`config.mk`:
```
export PLATFORM = sky130hd
export DESIGN_NAME = lru_page_replacement
export DESIGN_NICKNAME = d
export VERILOG_FILES = /design/src/design/lru_pkg.sv /design/src/design/lru_ram.sv /design/src/design/lru_scan.sv /design/src/design/lru_page_replacement.sv
export SDC_FILE = /design/constraint.sdc
export NUM_CORES = 1
export LEC_CHECK = 0
export ABC_AREA = 1
export BUFFER_PORTS_ARGS = -buffer_cell sky130_fd_sc_hd__buf_2
export CORE_MARGIN = 2
export CORE_UTILIZATION = 40
export DETAILED_ROUTE_END_ITERATION = 8
export HOLD_SLACK_MARGIN = 0.02
export PLACE_DENSITY_LB_ADDON = 0.08
export SLEW_MARGIN = 20
export SYNTH_ARGS = -nofsm -noshare
export SYNTH_HDL_FRONTEND = slang
export SYNTH_SLANG_ARGS = --single-unit
```
`constraint.sdc`:
```
create_clock -name clk -period 6.8 [get_ports clk]
set_clock_uncertainty 0.15 [all_clocks]
set_input_delay 0.34 -clock clk [delete_from_list [all_inputs] [get_ports clk]]
set_output_delay 0.34 -clock clk [all_outputs]
set_load 0.02 [all_outputs]
```
`src/design/lru_pkg.sv`:
```
`timescale 1ns / 1ps
// ----------------------------------------------------------------------------
// lru_pkg: shared types and constants for the LRU page replacement block
// Word layouts of the reference and result channels, config width, defaults.
// ----------------------------------------------------------------------------
package lru_pkg;

  localparam int PAGE_BITS   = 16;
  localparam int FRAMES_DEF  = 8;
  localparam int CFG_BITS    = 4;
  localparam int IDX_OUT_W   = 3;
  localparam int FAULT_BITS  = 32;

  localparam logic [CFG_BITS-1:0] FRAMES_IN_USE_RST = CFG_BITS'(8);

  typedef logic [CFG_BITS-1:0] cfg_word_t;

  typedef struct packed {
    logic [PAGE_BITS-1:0] page_number;
    logic                 last_reference;
  } in_word_t;

  typedef struct packed {
    logic                  hit;
    logic [IDX_OUT_W-1:0]  frame_index;
    logic                  evicted_valid;
    logic [PAGE_BITS-1:0]  evicted_page;
    logic [FAULT_BITS-1:0] fault_count;
  } out_word_t;

  // status from the compare unit back to the sequencer
  typedef struct packed {
    logic found;
    logic empty_found;
  } scan_flags_t;

endpackage

```
`src/design/lru_ram.sv`:
```
`timescale 1ns / 1ps
// ----------------------------------------------------------------------------
// lru_ram: generic single-port-write, single-port-read RAM
// One write and one registered read per cycle.
// ----------------------------------------------------------------------------
module lru_ram #(
  parameter int WIDTH = 16,
  parameter int DEPTH = 8
) (
  input  logic                                       clk,
  input  logic                                       we,
  input  logic [((DEPTH > 1) ? $clog2(DEPTH) : 1)-1:0] waddr,
  input  logic [WIDTH-1:0]                           wdata,
  input  logic [((DEPTH > 1) ? $clog2(DEPTH) : 1)-1:0] raddr,
  output logic [WIDTH-1:0]                           rdata
);

  logic [WIDTH-1:0] mem [DEPTH];
  logic [WIDTH-1:0] rdata_r;

  always_ff @(posedge clk) begin
    if (we) begin
      mem[waddr] <= wdata;
    end
    rdata_r <= mem[raddr];
  end

  assign rdata = rdata_r;

endmodule

```
`src/design/lru_scan.sv`:
```
`timescale 1ns / 1ps
// ----------------------------------------------------------------------------
// lru_scan: shared compare unit for the frame scan
// Takes one frame per step; tracks first match, first empty frame and the
// oldest frame (largest rank, lowest index on a tie).
// ----------------------------------------------------------------------------
module lru_scan #(
  parameter int FRAMES = lru_pkg::FRAMES_DEF
) (
  input  logic                                         clk,
  input  logic                                         rst_n,
  input  logic                                         start,
  input  logic                                         step_en,
  input  logic [lru_pkg::PAGE_BITS-1:0]                key,
  input  logic [((FRAMES > 1) ? $clog2(FRAMES) : 1)-1:0] step_idx,
  input  logic [lru_pkg::PAGE_BITS-1:0]                step_page,
  input  logic                                         step_valid,
  input  logic [((FRAMES > 1) ? $clog2(FRAMES) : 1)-1:0] step_rank,
  output lru_pkg::scan_flags_t                         flags,
  output logic [((FRAMES > 1) ? $clog2(FRAMES) : 1)-1:0] found_idx,
  output logic [((FRAMES > 1) ? $clog2(FRAMES) : 1)-1:0] empty_idx,
  output logic [((FRAMES > 1) ? $clog2(FRAMES) : 1)-1:0] vic_idx,
  output logic [lru_pkg::PAGE_BITS-1:0]                vic_page
);
  import lru_pkg::*;

  localparam int IW = (FRAMES > 1) ? $clog2(FRAMES) : 1;

  scan_flags_t          flags_r, flags_nxt;
  logic                 vic_have_r, vic_have_nxt;
  logic [IW-1:0]        found_idx_r, found_idx_nxt;
  logic [IW-1:0]        empty_idx_r, empty_idx_nxt;
  logic [IW-1:0]        vic_idx_r, vic_idx_nxt;
  logic [IW-1:0]        vic_rank_r, vic_rank_nxt;
  logic [PAGE_BITS-1:0] vic_page_r, vic_page_nxt;

  always_comb begin
    flags_nxt     = flags_r;
    vic_have_nxt  = vic_have_r;
    found_idx_nxt = found_idx_r;
    empty_idx_nxt = empty_idx_r;
    vic_idx_nxt   = vic_idx_r;
    vic_rank_nxt  = vic_rank_r;
    vic_page_nxt  = vic_page_r;
    if (start) begin
      flags_nxt    = '0;
      vic_have_nxt = 1'b0;
    end else if (step_en) begin
      if (step_valid && (step_page == key) && !flags_r.found) begin
        flags_nxt.found = 1'b1;
        found_idx_nxt   = step_idx;
      end
      if (!step_valid && !flags_r.empty_found) begin
        flags_nxt.empty_found = 1'b1;
        empty_idx_nxt         = step_idx;
      end
      // strict compare keeps the lowest index on a tie
      if (!vic_have_r || (step_rank > vic_rank_r)) begin
        vic_have_nxt = 1'b1;
        vic_idx_nxt  = step_idx;
        vic_rank_nxt = step_rank;
        vic_page_nxt = step_page;
      end
    end
  end

  always_ff @(posedge clk) begin
    if (!rst_n) begin
      flags_r    <= '0;
      vic_have_r <= 1'b0;
    end else begin
      flags_r    <= flags_nxt;
      vic_have_r <= vic_have_nxt;
    end
    found_idx_r <= found_idx_nxt;
    empty_idx_r <= empty_idx_nxt;
    vic_idx_r   <= vic_idx_nxt;
    vic_rank_r  <= vic_rank_nxt;
    vic_page_r  <= vic_page_nxt;
  end

  assign flags     = flags_r;
  assign found_idx = found_idx_r;
  assign empty_idx = empty_idx_r;
  assign vic_idx   = vic_idx_r;
  assign vic_page  = vic_page_r;

endmodule

```
`src/design/lru_page_replacement.sv`:
```
`timescale 1ns / 1ps
// ----------------------------------------------------------------------------
// lru_page_replacement: LRU page frame table with fault counting
// Each reference word is looked up in the frame table; hit, fill or evict.
// ----------------------------------------------------------------------------
// Usage:
//   Reference channel (in_valid / in_stall / in_word): one page number per
//   word plus a last-reference flag. Result channel (out_valid / out_stall /
//   out_word): one result word per reference. Config: cfg_we / cfg_wdata
//   writes frames_in_use (clamped to 1..FRAMES); write only while idle.
// Timing:
//   After the accepting edge the block issues frame reads to the page RAM,
//   one per active frame (n, the clamped frame count), lets the last read
//   pass the compare unit in the drain state, then writes the result in
//   the update state. The single compare unit seeing one frame per cycle
//   sets this pace. The block returns to idle before it takes a new word.
//   in_stall is high from accept until the update cycle has written the
//   result register. A result waiting on out_stall does not block the next
//   accept, but the following update waits until the result is taken.
// Reset:
//   Synchronous, active low. Clears valid marks, restores index-order
//   recency, zeroes the fault count, sets frames_in_use to 8. The page RAM
//   is not cleared; valid marks gate every read of it.
//   A word flagged last_reference clears the table after its result.
// ----------------------------------------------------------------------------
module lru_page_replacement #(
  parameter int FRAMES = lru_pkg::FRAMES_DEF
) (
  input  logic               clk,
  input  logic               rst_n,
  input  logic               in_valid,
  output logic               in_stall,
  input  lru_pkg::in_word_t  in_word,
  output logic               out_valid,
  input  logic               out_stall,
  output lru_pkg::out_word_t out_word,
  input  logic               cfg_we,
  input  lru_pkg::cfg_word_t cfg_wdata
);
  import lru_pkg::*;

  localparam int IW = (FRAMES > 1) ? $clog2(FRAMES) : 1;

  typedef enum logic [1:0] {
    ST_IDLE,
    ST_SCAN,
    ST_DRAIN,
    ST_UPDATE
  } state_t;

  state_t                state_r, state_nxt;
  cfg_word_t             cfg_r, cfg_nxt;
  logic [IW-1:0]         idx_r, idx_nxt;
  logic [IW-1:0]         nm1_r, nm1_nxt;
  logic [PAGE_BITS-1:0]  page_r, page_nxt;
  logic                  last_r, last_nxt;
  logic                  step_en_r, step_en_nxt;
  logic [IW-1:0]         step_idx_r, step_idx_nxt;
  logic [FRAMES-1:0]     valid_r, valid_nxt;
  logic [IW-1:0]         rank_r [FRAMES];
  logic [IW-1:0]         rank_nxt [FRAMES];
  logic [FAULT_BITS-1:0] fault_r, fault_nxt;
  logic                  out_valid_r, out_valid_nxt;
  out_word_t             out_word_r, out_word_nxt;

  // compare unit results
  scan_flags_t           flags;
  logic [IW-1:0]         found_idx, empty_idx, vic_idx;
  logic [PAGE_BITS-1:0]  vic_page;
  logic [PAGE_BITS-1:0]  step_page;

  logic                  accept;
  logic                  upd_go;
  logic                  miss;
  logic                  ev_valid;
  logic [IW-1:0]         target;
  logic [IW-1:0]         tgt_rank;
  logic                  ram_we;

  assign accept   = in_valid && (state_r == ST_IDLE);
  assign in_stall = (state_r != ST_IDLE);

  // update waits only if a previous result is still held by the receiver
  assign upd_go   = (state_r == ST_UPDATE) && !(out_valid_r && out_stall);
  assign miss     = !flags.found;
  assign ev_valid = miss && !flags.empty_found;
  assign target   = flags.found ? found_idx : (flags.empty_found ? empty_idx : vic_idx);
  assign tgt_rank = rank_r[target];
  assign ram_we   = upd_go && miss;

  lru_ram #(
    .WIDTH (PAGE_BITS),
    .DEPTH (FRAMES)
  ) u_page_ram (
    .clk   (clk),
    .we    (ram_we),
    .waddr (target),
    .wdata (page_r),
    .raddr (idx_r),
    .rdata (step_page)
  );

  lru_scan #(
    .FRAMES (FRAMES)
  ) u_scan (
    .clk        (clk),
    .rst_n      (rst_n),
    .start      (accept),
    .step_en    (step_en_r),
    .key        (page_r),
    .step_idx   (step_idx_r),
    .step_page  (step_page),
    .step_valid (valid_r[step_idx_r]),
    .step_rank  (rank_r[step_idx_r]),
    .flags      (flags),
    .found_idx  (found_idx),
    .empty_idx  (empty_idx),
    .vic_idx    (vic_idx),
    .vic_page   (vic_page)
  );

  always_comb begin
    int unsigned n;
    state_nxt     = state_r;
    cfg_nxt       = cfg_r;
    idx_nxt       = idx_r;
    nm1_nxt       = nm1_r;
    page_nxt      = page_r;
    last_nxt      = last_r;
    step_en_nxt   = 1'b0;
    step_idx_nxt  = step_idx_r;
    valid_nxt     = valid_r;
    rank_nxt      = rank_r;
    fault_nxt     = fault_r;
    out_valid_nxt = out_valid_r;
    out_word_nxt  = out_word_r;

    if (cfg_we) begin
      cfg_nxt = cfg_wdata;
    end

    // clamp active frame count to 1..FRAMES
    n = 32'(cfg_r);
    if (n == 0) begin
      n = 1;
    end else if (n > FRAMES) begin
      n = FRAMES;
    end

    if (out_valid_r && !out_stall) begin
      out_valid_nxt = 1'b0;
    end

    case (state_r)
      ST_IDLE: begin
        if (in_valid) begin
          page_nxt  = in_word.page_number;
          last_nxt  = in_word.last_reference;
          nm1_nxt   = IW'(n - 1);
          idx_nxt   = '0;
          state_nxt = ST_SCAN;
        end
      end
      ST_SCAN: begin
        step_en_nxt  = 1'b1;
        step_idx_nxt = idx_r;
        if (idx_r == nm1_r) begin
          state_nxt = ST_DRAIN;
        end else begin
          idx_nxt = idx_r + IW'(1);
        end
      end
      ST_DRAIN: begin
        state_nxt = ST_UPDATE;
      end
      ST_UPDATE: begin
        if (upd_go) begin
          if (miss) begin
            valid_nxt[target] = 1'b1;
            if (fault_r != '1) begin
              fault_nxt = fault_r + FAULT_BITS'(1);
            end
          end
          for (int g = 0; g < FRAMES; g++) begin
            if (rank_r[g] < tgt_rank) begin
              rank_nxt[g] = rank_r[g] + IW'(1);
            end
          end
          rank_nxt[target] = '0;

          out_word_nxt.hit           = flags.found;
          out_word_nxt.frame_index   = IDX_OUT_W'(target);
          out_word_nxt.evicted_valid = ev_valid;
          out_word_nxt.evicted_page  = ev_valid ? vic_page : '0;
          out_word_nxt.fault_count   = fault_nxt;
          out_valid_nxt              = 1'b1;

          // end of run: table and count back to reset values
          if (last_r) begin
            valid_nxt = '0;
            fault_nxt = '0;
            for (int g = 0; g < FRAMES; g++) begin
              rank_nxt[g] = IW'(g);
            end
          end
          state_nxt = ST_IDLE;
        end
      end
      default: begin
        state_nxt = ST_IDLE;
      end
    endcase
  end

  always_ff @(posedge clk) begin
    if (!rst_n) begin
      state_r     <= ST_IDLE;
      cfg_r       <= FRAMES_IN_USE_RST;
      step_en_r   <= 1'b0;
      valid_r     <= '0;
      fault_r     <= '0;
      out_valid_r <= 1'b0;
      for (int g = 0; g < FRAMES; g++) begin
        rank_r[g] <= IW'(g);
      end
    end else begin
      state_r     <= state_nxt;
      cfg_r       <= cfg_nxt;
      step_en_r   <= step_en_nxt;
      valid_r     <= valid_nxt;
      fault_r     <= fault_nxt;
      out_valid_r <= out_valid_nxt;
      rank_r      <= rank_nxt;
    end
    idx_r      <= idx_nxt;
    nm1_r      <= nm1_nxt;
    page_r     <= page_nxt;
    last_r     <= last_nxt;
    step_idx_r <= step_idx_nxt;
    out_word_r <= out_word_nxt;
  end

  assign out_valid = out_valid_r;
  assign out_word  = out_word_r;

`ifndef ASSERT_OFF
  // an accepted word always starts a frame scan
  a_accept_scan: assert property (@(posedge clk) disable iff (!rst_n)
    (in_valid && !in_stall) |=> (state_r == ST_SCAN))
    else $error("accepted word did not start a scan");

  // scan index never passes the active frame count
  a_scan_bound: assert property (@(posedge clk) disable iff (!rst_n)
    (state_r == ST_SCAN) |-> (idx_r <= nm1_r))
    else $error("scan index beyond active frames");

  // a hit always lands on a valid frame
  a_hit_valid: assert property (@(posedge clk) disable iff (!rst_n)
    (upd_go && flags.found) |-> valid_r[found_idx])
    else $error("hit on an invalid frame");

  // a result is never both a hit and an eviction
  a_hit_no_evict: assert property (@(posedge clk) disable iff (!rst_n)
    out_valid_r |-> !(out_word_r.hit && out_word_r.evicted_valid))
    else $error("hit result carries an eviction");

  // a fault that does not end the run leaves a nonzero count
  a_fault_count: assert property (@(posedge clk) disable iff (!rst_n)
    (upd_go && miss && !last_r) |=> (fault_r != '0))
    else $error("fault count zero after a fault");
`endif

endmodule

```
==> metrics.md, run 1 <==
| Metric | Value |
|---|---|
| Status | `finished, final reports clean` |
| Static leakage | `around 6.4 nW` |
| Flop and latch count out of synthesis | `approximately 330` |
| Maximum vdd drop | `210 µV` |
| Arrival time at the worst endpoint | `4210 ps` |
| Initial core utilization | `40.7%` |
| CORE AREA | `35600 µm²` |
| Largest net degree at the start of global routing | `68` |
| Synth cell count leaders | `nand2_1, edfxtp_1, nor2_1, inv_1, o21ai_0` |
| Switching share of power | `34.0%` |
| Psw | `2.09 mW` |
| Largest stage delay on the critical path | `540 ps` |
| Count leader, synth | `nand2_1` |
| Syn. warnings | `0` |
| Vias in the first global route | `roughly 10000` |
| Antenna cells | `0` |
| Max frequency | `253 MHz` |
| EDFF count, synth | `roughly 240` |
| Final design utilization | `47.4%` |
| Fin crit period | `3950 ps` |
| GP Congestion | `0.860` |
| Setup TNS | `0 ps` |
| Top post-synthesis cells by area | `edfxtp_1, dfxtp_1, nand2_1` |
| Post-synthesis cell type count | `43` |
| Global route total overflow | `0` |
| Crit path top cell by count | `nand2_1` |
| Slew HR | `between 20 and 30%` |
| First-pass GRT wire length | `56300 µm` |
| Nets | `1658` |
| Syn avg cell area | `9.71 µm²` |
| Syn-to-layout area delta | `16.5%` |
| Cell Area, Synth | `14500 µm²` |
| Initial DRC count | `approximately 790` |
| RSZ-0062 raised after global routing | `no` |
| Syn nets | `1544` |
| Die Y | `194 µm` |
| Startpoint types | `flip-flop` |
| Leading area contributor after synthesis | `edfxtp_1` |
| # IOs | `81` |
| Final worst path period share | `58.1%` |
| ANT nets after route | `0` |
| Worst-path cell chain | `inv_4 -> nand2_1 -> o21bai_1 -> nor2_1 -> inv_1 -> nor2_1 -> inv_1 -> o22ai_1 -> a221oi_1 -> nand4_1 -> ha_1 -> nand2_1 -> inv_1 -> nand2_1 -> nand2_1 -> o21ai_0 -> o21ai_1` |
| Post-synth ARST share | `0%` |
| WS Path Type | `reg -> reg` |
| Pwr Density | `364 nW/µm²` |
| Combinational fraction of design power | `25.4%` |
| Core Rows | `69` |
| Post-synthesis sequential area ratio | `61.3%` |
| Fin Hold WS | `65.6 ps` |
| CTS buffer count | `38` |
| Clock share of power | `about a third` |
| Final-report hold violation count | `0` |
| Maximum buffer depth of the clock tree | `3` |
| Critical path peak fanout | `43` |
| DP HPWL | `22500 µm` |
| Die Area | `37700 µm²` |
| Root Driver | `clkbuf_16` |
| Remaining DRCs | `0` |
| Tightest Pin Transition | `1080 ps` |
| Total of max-cap violations | `0` |
| DRT Wirelength | `35200 µm` |
| Die X | `just under 200 µm` |
| # clock sinks | `~330` |
| Hold WC Path Type | `in -> reg` |
| Slowest cell on the critical path | `nand4_1` |
| P_int | `4.05 mW` |
| Post-synth top area share | `48.8%` |
| Gr usage total | `18.7%` |
| Worst EP required | `7060 ps` |
| Port bufs | `80` |
| Worst setup EP type | `flip-flop` |
| CTS tree | `done` |
| Gate Count Post-Synth | `1491` |
| Proportion of layout cells with a drive suffix above 1 | `between 10 and 15%` |
| Main flop type after synthesis | `edfxtp_1` |
| Clock transition at path regs | `60 ps` |
| Sequential share of power | `a little over two fifths` |
| Vias per cell | `5.02` |
| Initial antenna violation count | `0` |
| Pre-Repair DR Iteration Count | `5` |
| Final slew viol count | `0` |
| CTS H-Tree Depth | `2` |
| Clk Latency, worst-skew pair | `~540 ps` |
| Routed length per instance | `between 15 and 20 µm` |
| Via count | `10510` |
| Final number of setup-violating endpoints | `0` |
==> sequential cells by signal, summed over array words and instances, names as in the netlist, 2 cells and up <==
signal             count
u_scan.found_idx       3
state_r                2
step_idx_r             3
out_word              53
u_page_ram.mem       128
page_r                16
idx_r                  3
nm1_r                  3
u_scan.vic_page       16
valid_r                8
u_page_ram.rdata      16
u_scan.flags           2
rank_r                24
u_scan.vic_idx         3
fault_r               32
u_scan.vic_rank_r      3
u_scan.empty_idx       3
cfg_r                  4
==> metrics by stage <==
stage | power (mW) | cell area (µm²) | cells | worst slack (ps)
2_1_floorplan | 3.74 | 14500 | 1491 | 1210
3_3_place_gp | 4.21 | 15400 | 1996 | 3080
3_5_place_dp | 4.24 | 15400 | 1996 | 2880
4_1_cts | 6.21 | 16900 | 2095 | 2860
5_1_grt | 6.52 | 16900 | 2095 | 2410
6_report | 6.15 | 16900 | 2095 | 2850
==> worst max-delay path, delay by kind of cell (launching register included) <==
kind | cells | cell delay, ps
AOI/OAI and AO/OA | 5 | 1000
adders and majority gates | 1 | 510
buffers and inverters | 4 | 580
DFF | 1 | 410
and+or+nand+nor | 7 | 1150
==> cell families after synthesis <==
logic type	after synthesis	share of synthesized area, %
AND/OR/NAND/NOR	595	17.4
flip-flops	326	61.3
AO/OA/AOI/OAI	279	10.3
buffers and inverters	220	5.96
XOR/XNOR	44	2.66
adder cells (fa/ha/maj)	27	2.33
==> final cells by class <==
class / count / area, µm²
clock buffer: 57 / 1060
clock inverter: 12 / 130
fill: 3449 / 18700
inverter: 166 / 626
multi-input combinational: 945 / 4760
sequential: 326 / 8880
tap: 461 / 577
timing repair buffer: 128 / 836
==> layout by cell type, fill, tap and decap left out, types with 2 or more instances in the layout <==
cell type      count
xnor2_1           18
a21oi_1           90
dfxtp_1           91
xor2_1            26
clkbuf_8           4
inv_6              2
nand4_1           12
clkinv_1           4
a31oi_1           18
clkinv_2           5
inv_2              5
nor4_1             7
ha_1              27
o22ai_1           20
o21bai_1           3
o21ai_0          120
nor2_2             3
nor3_2             2
nand2_2           12
nor2_1           208
a221oi_1           3
edfxtp_1         235
o21ai_1           15
nor3_1            17
inv_1            158
buf_2             80
nand3_2            6
nand2_4            2
nand2_1          255
clkbuf_1          15
nand3b_1           4
o21ai_2            2
nand3_1           63
clkbuf_16         38
dlygate4sd3_1     30
buf_4             18
==> power by group through the flow <==
stage | registers, mW | logic (mW) | clock network, mW
after CTS | 2.64 | 1.58 | 2.00
final | 2.64 | 1.56 | 1.95
after global routing | 2.66 | 1.78 | 2.07
after floorplan | 2.63 | 1.11 | 0
after detailed placement | 2.68 | 1.56 | 0
after global placement | 2.67 | 1.54 | 0
==> worst paths after layout <==
check / from / endpoint / slack (ps) / cells past startpoint
setup / recovery: u_scan.flags[1] / rank_r[13] / 2850 / 17
hold / removal: rst_n / step_en_r / 70 / 3
setup reg to reg: u_scan.flags[1] / rank_r[13] / 2850 / 17
hold reg to reg: u_page_ram.rdata[6] / u_scan.vic_page[6] / 280 / 0
==> per-layer routing <==
metal	part of all wire, %	up-vias	track usage, %
met5	0	-	0
met4	2.2	0	5.33
met3	4.7	50	3.11
met2	45	233	29.9
met1	48	4961	26.4
li1	-	5266	-
==> what timing repair did <==
item / 4_1_cts / 5_1_grt
hold endpoints to repair: 22 / 0
setup buffers: 0 / 0
hold buffers: 30 / 0
resized for setup: 0 / 0
Note: power is estimated with default switching activity, not from simulation.
==> inputs of run 2 (changes only) <==
- clock period: 6.8 -> 4 ns (I/O delays scaled with it)
==> run 2 against run 1 <==
Against the previous run: global-route usage shrank 0.20 points; critical path depth grew 1; sequential power grew 69%; highest routed layer unchanged; core utilization increased by 0.12 points; power increased by 69%; cell area is 0.25% higher; combinational power is 74% higher; fmax is 22% higher; critical path type unchanged; largest power group unchanged; critical endpoint is now rank_r[9].
==> metrics.md, run 2 (same netlist as run 1, synthesis figures left out) <==
| Metric | Value |
|---|---|
| Status | `finished, final reports clean` |
| Remaining DRCs | `0` |
| First-pass GRT wire length | `55500 µm` |
| Fin crit period | `3230 ps` |
| RSZ-0062 raised after global routing | `no` |
| Initial antenna violation count | `0` |
| Port bufs | `80` |
| Arrival time at the worst endpoint | `3540 ps` |
| Cts hold-fix bufs | `32` |
| Pwr Density | `613 nW/µm²` |
| Startpoint types | `flip-flop` |
| Crit path to | `rank_r[9]` |
| Routed length per instance | `16.6 µm` |
| CTS H-Tree Depth | `2` |
| Clk Latency, worst-skew pair | `between 500 and 600 ps` |
| Worst setup EP type | `flip-flop` |
| Most frequent cells in the layout | `nand2_1, edfxtp_1, nor2_1` |
| ANT nets after route | `0` |
| WS Path Type | `reg -> reg` |
| Core Rows | `69` |
| Die Y | `approximately 190 µm` |
| FF-to-FF End | `rank_r[9]` |
| Maximum vdd drop | `336 µV` |
| Initial core utilization | `40.7%` |
| Maximum buffer depth of the clock tree | `3` |
| R2R Setup Slk | `770 ps` |
| Vias per cell | `~5.0` |
| Global route total overflow | `0` |
| Max frequency | `310 MHz` |
| Crit path from | `u_scan.flags[0]` |
| Largest net degree at the start of global routing | `a little under 70` |
| Final Worst Setup Slack | `slightly below 800 ps` |
| Switching share of power | `34.2%` |
| Setup TNS | `0 ps` |
| CTS buffer count | `37` |
| DRT Wirelength | `34900 µm` |
| Design Power | `10.4 mW` |
| Most common cell after layout, fill and taps aside | `nand2_1` |
| Nets | `1666` |
| Root Driver | `clkbuf_16` |
| Die X | `194 µm` |
| Via count | `10552` |
| Pre-CTS setup slack | `829 ps` |
| Max FFs per register | `128` |
| # IOs | `a little over 80` |
| Total of max-cap violations | `0` |
| Final-report hold violation count | `0` |
| Tightest Pin Transition | `924 ps` |
| Sequential share of power | `42.9%` |
| Pre-Repair DR Iteration Count | `5` |
| DP HPWL | `approximately 22000 µm` |
| Critical path peak fanout | `9` |
| Syn-to-layout area delta | `16.8%` |
| Initial DRC count | `715` |
| Proportion of layout cells with a drive suffix above 1 | `between 10% and 20%` |
| Clock share of power | `between 30 and 40%` |
| R2r worst-path depth | `18` |
| Biggest register | `u_page_ram.mem` |
| Final slew viol count | `0` |
| Vias in the first global route | `between 10000 and 15000` |
| CTS tree | `done` |
| Hold WC Path Type | `in -> reg` |
| Combinational fraction of design power | `26.3%` |
| Gr usage total | `18.5%` |
| P_int | `just under 7 mW` |
| Static leakage | `6.44 nW` |
| Psw | `around 3.5 mW` |
| Die Area | `37700 µm²` |
| # clock sinks | `326` |
| Setup Fix Bufs, Post-CTS | `0` |
| Dpl cells | `2003` |
| Final number of setup-violating endpoints | `0` |
| Worst EP required | `4310 ps` |
| Antenna cells | `0` |
| Final Non-Filler Cells | `2102` |
| Final worst path period share | `around four fifths` |
| Post-CTS sizing | `0` |
| GP Congestion | `0.847` |
| Slew HR | `38.0%` |
| Clock transition at path regs | `approximately 60 ps` |
| CORE AREA | `35600 µm²` |
| Critical R2R Launch | `u_scan.flags[0]` |
-- run 2: cell count changes in the layout (fill, tap and decap cells not counted), sizes merged, moves of 2 or more --
cell,previous run,this run
inv,167,165
clkinvlp,0,2
clkinv,10,12
clkbuf,57,54
buf,98,105
dlygate4sd3,30,32
-- run 2: power by group through the flow --
stage	logic (mW)	clock network, mW	registers [mW]
6_report	2.72	3.20	4.45
5_1_grt	3.08	3.43	4.49
4_1_cts	2.74	3.29	4.44
3_5_place_dp	2.70	0	4.51
3_3_place_gp	2.68	0	4.51
2_1_floorplan	1.89	0	4.45
-- run 2: through the flow --
step	instance area [µm²]	utilization (%)	hold WS [ps]
5_1_grt	16900	47.5	198
3_5_place_dp	15400	43.4	228
6_report	16900	47.5	214
4_1_cts	16900	47.5	187
3_3_place_gp	15400	43.4	227
2_1_floorplan	14500	-	149
-- run 2: area by class of cell --
type / count / area [µm²]
Fill cell: 3379 / 18700
Timing Repair Buffer: 137 / 908
Clock buffer: 54 / 1040
Tap cell: 461 / 577
Clock inverter: 13 / 119
Inverter: 166 / 626
Multi-Input combinational cell: 945 / 4760
Sequential cell: 326 / 8880
-- run 2: metal layers --
metal | vias up | wire [µm] | global-route usage, %
met2 | 249 | 15800 | 29.3
met1 | 4973 | 16600 | 26.1
li1 | 5278 | - | -
met4 | 0 | 761 | 5.56
met5 | - | 0 | 0
met3 | 52 | 1760 | 3.18
-- run 2: worst min path at each step --
stage | from | endpoint | cells past startpoint
after detailed placement | in_word[8] | page_r[7] | 1
after CTS | in_word[8] | page_r[7] | 2
after global placement | in_word[9] | page_r[8] | 1
after global routing | in_word[5] | page_r[4] | 2
final | in_word[5] | page_r[4] | 2
after floorplan | in_word[0] | last_r | 0
-- run 2: critical path, stage by stage, from the launching register on --
cell	delay (ps)
dfxtp_1	490
nor2_1	120
o21bai_1	440
nor2_1	160
inv_1	140
nor2_1	90
inv_1	80
o22ai_1	70
a221oi_1	220
nand4_1	120
buf_4	200
ha_1	270
o21ai_1	70
inv_1	50
nand2_1	110
nand2_1	110
nand2_1	80
nand3_1	70
a21oi_1	120
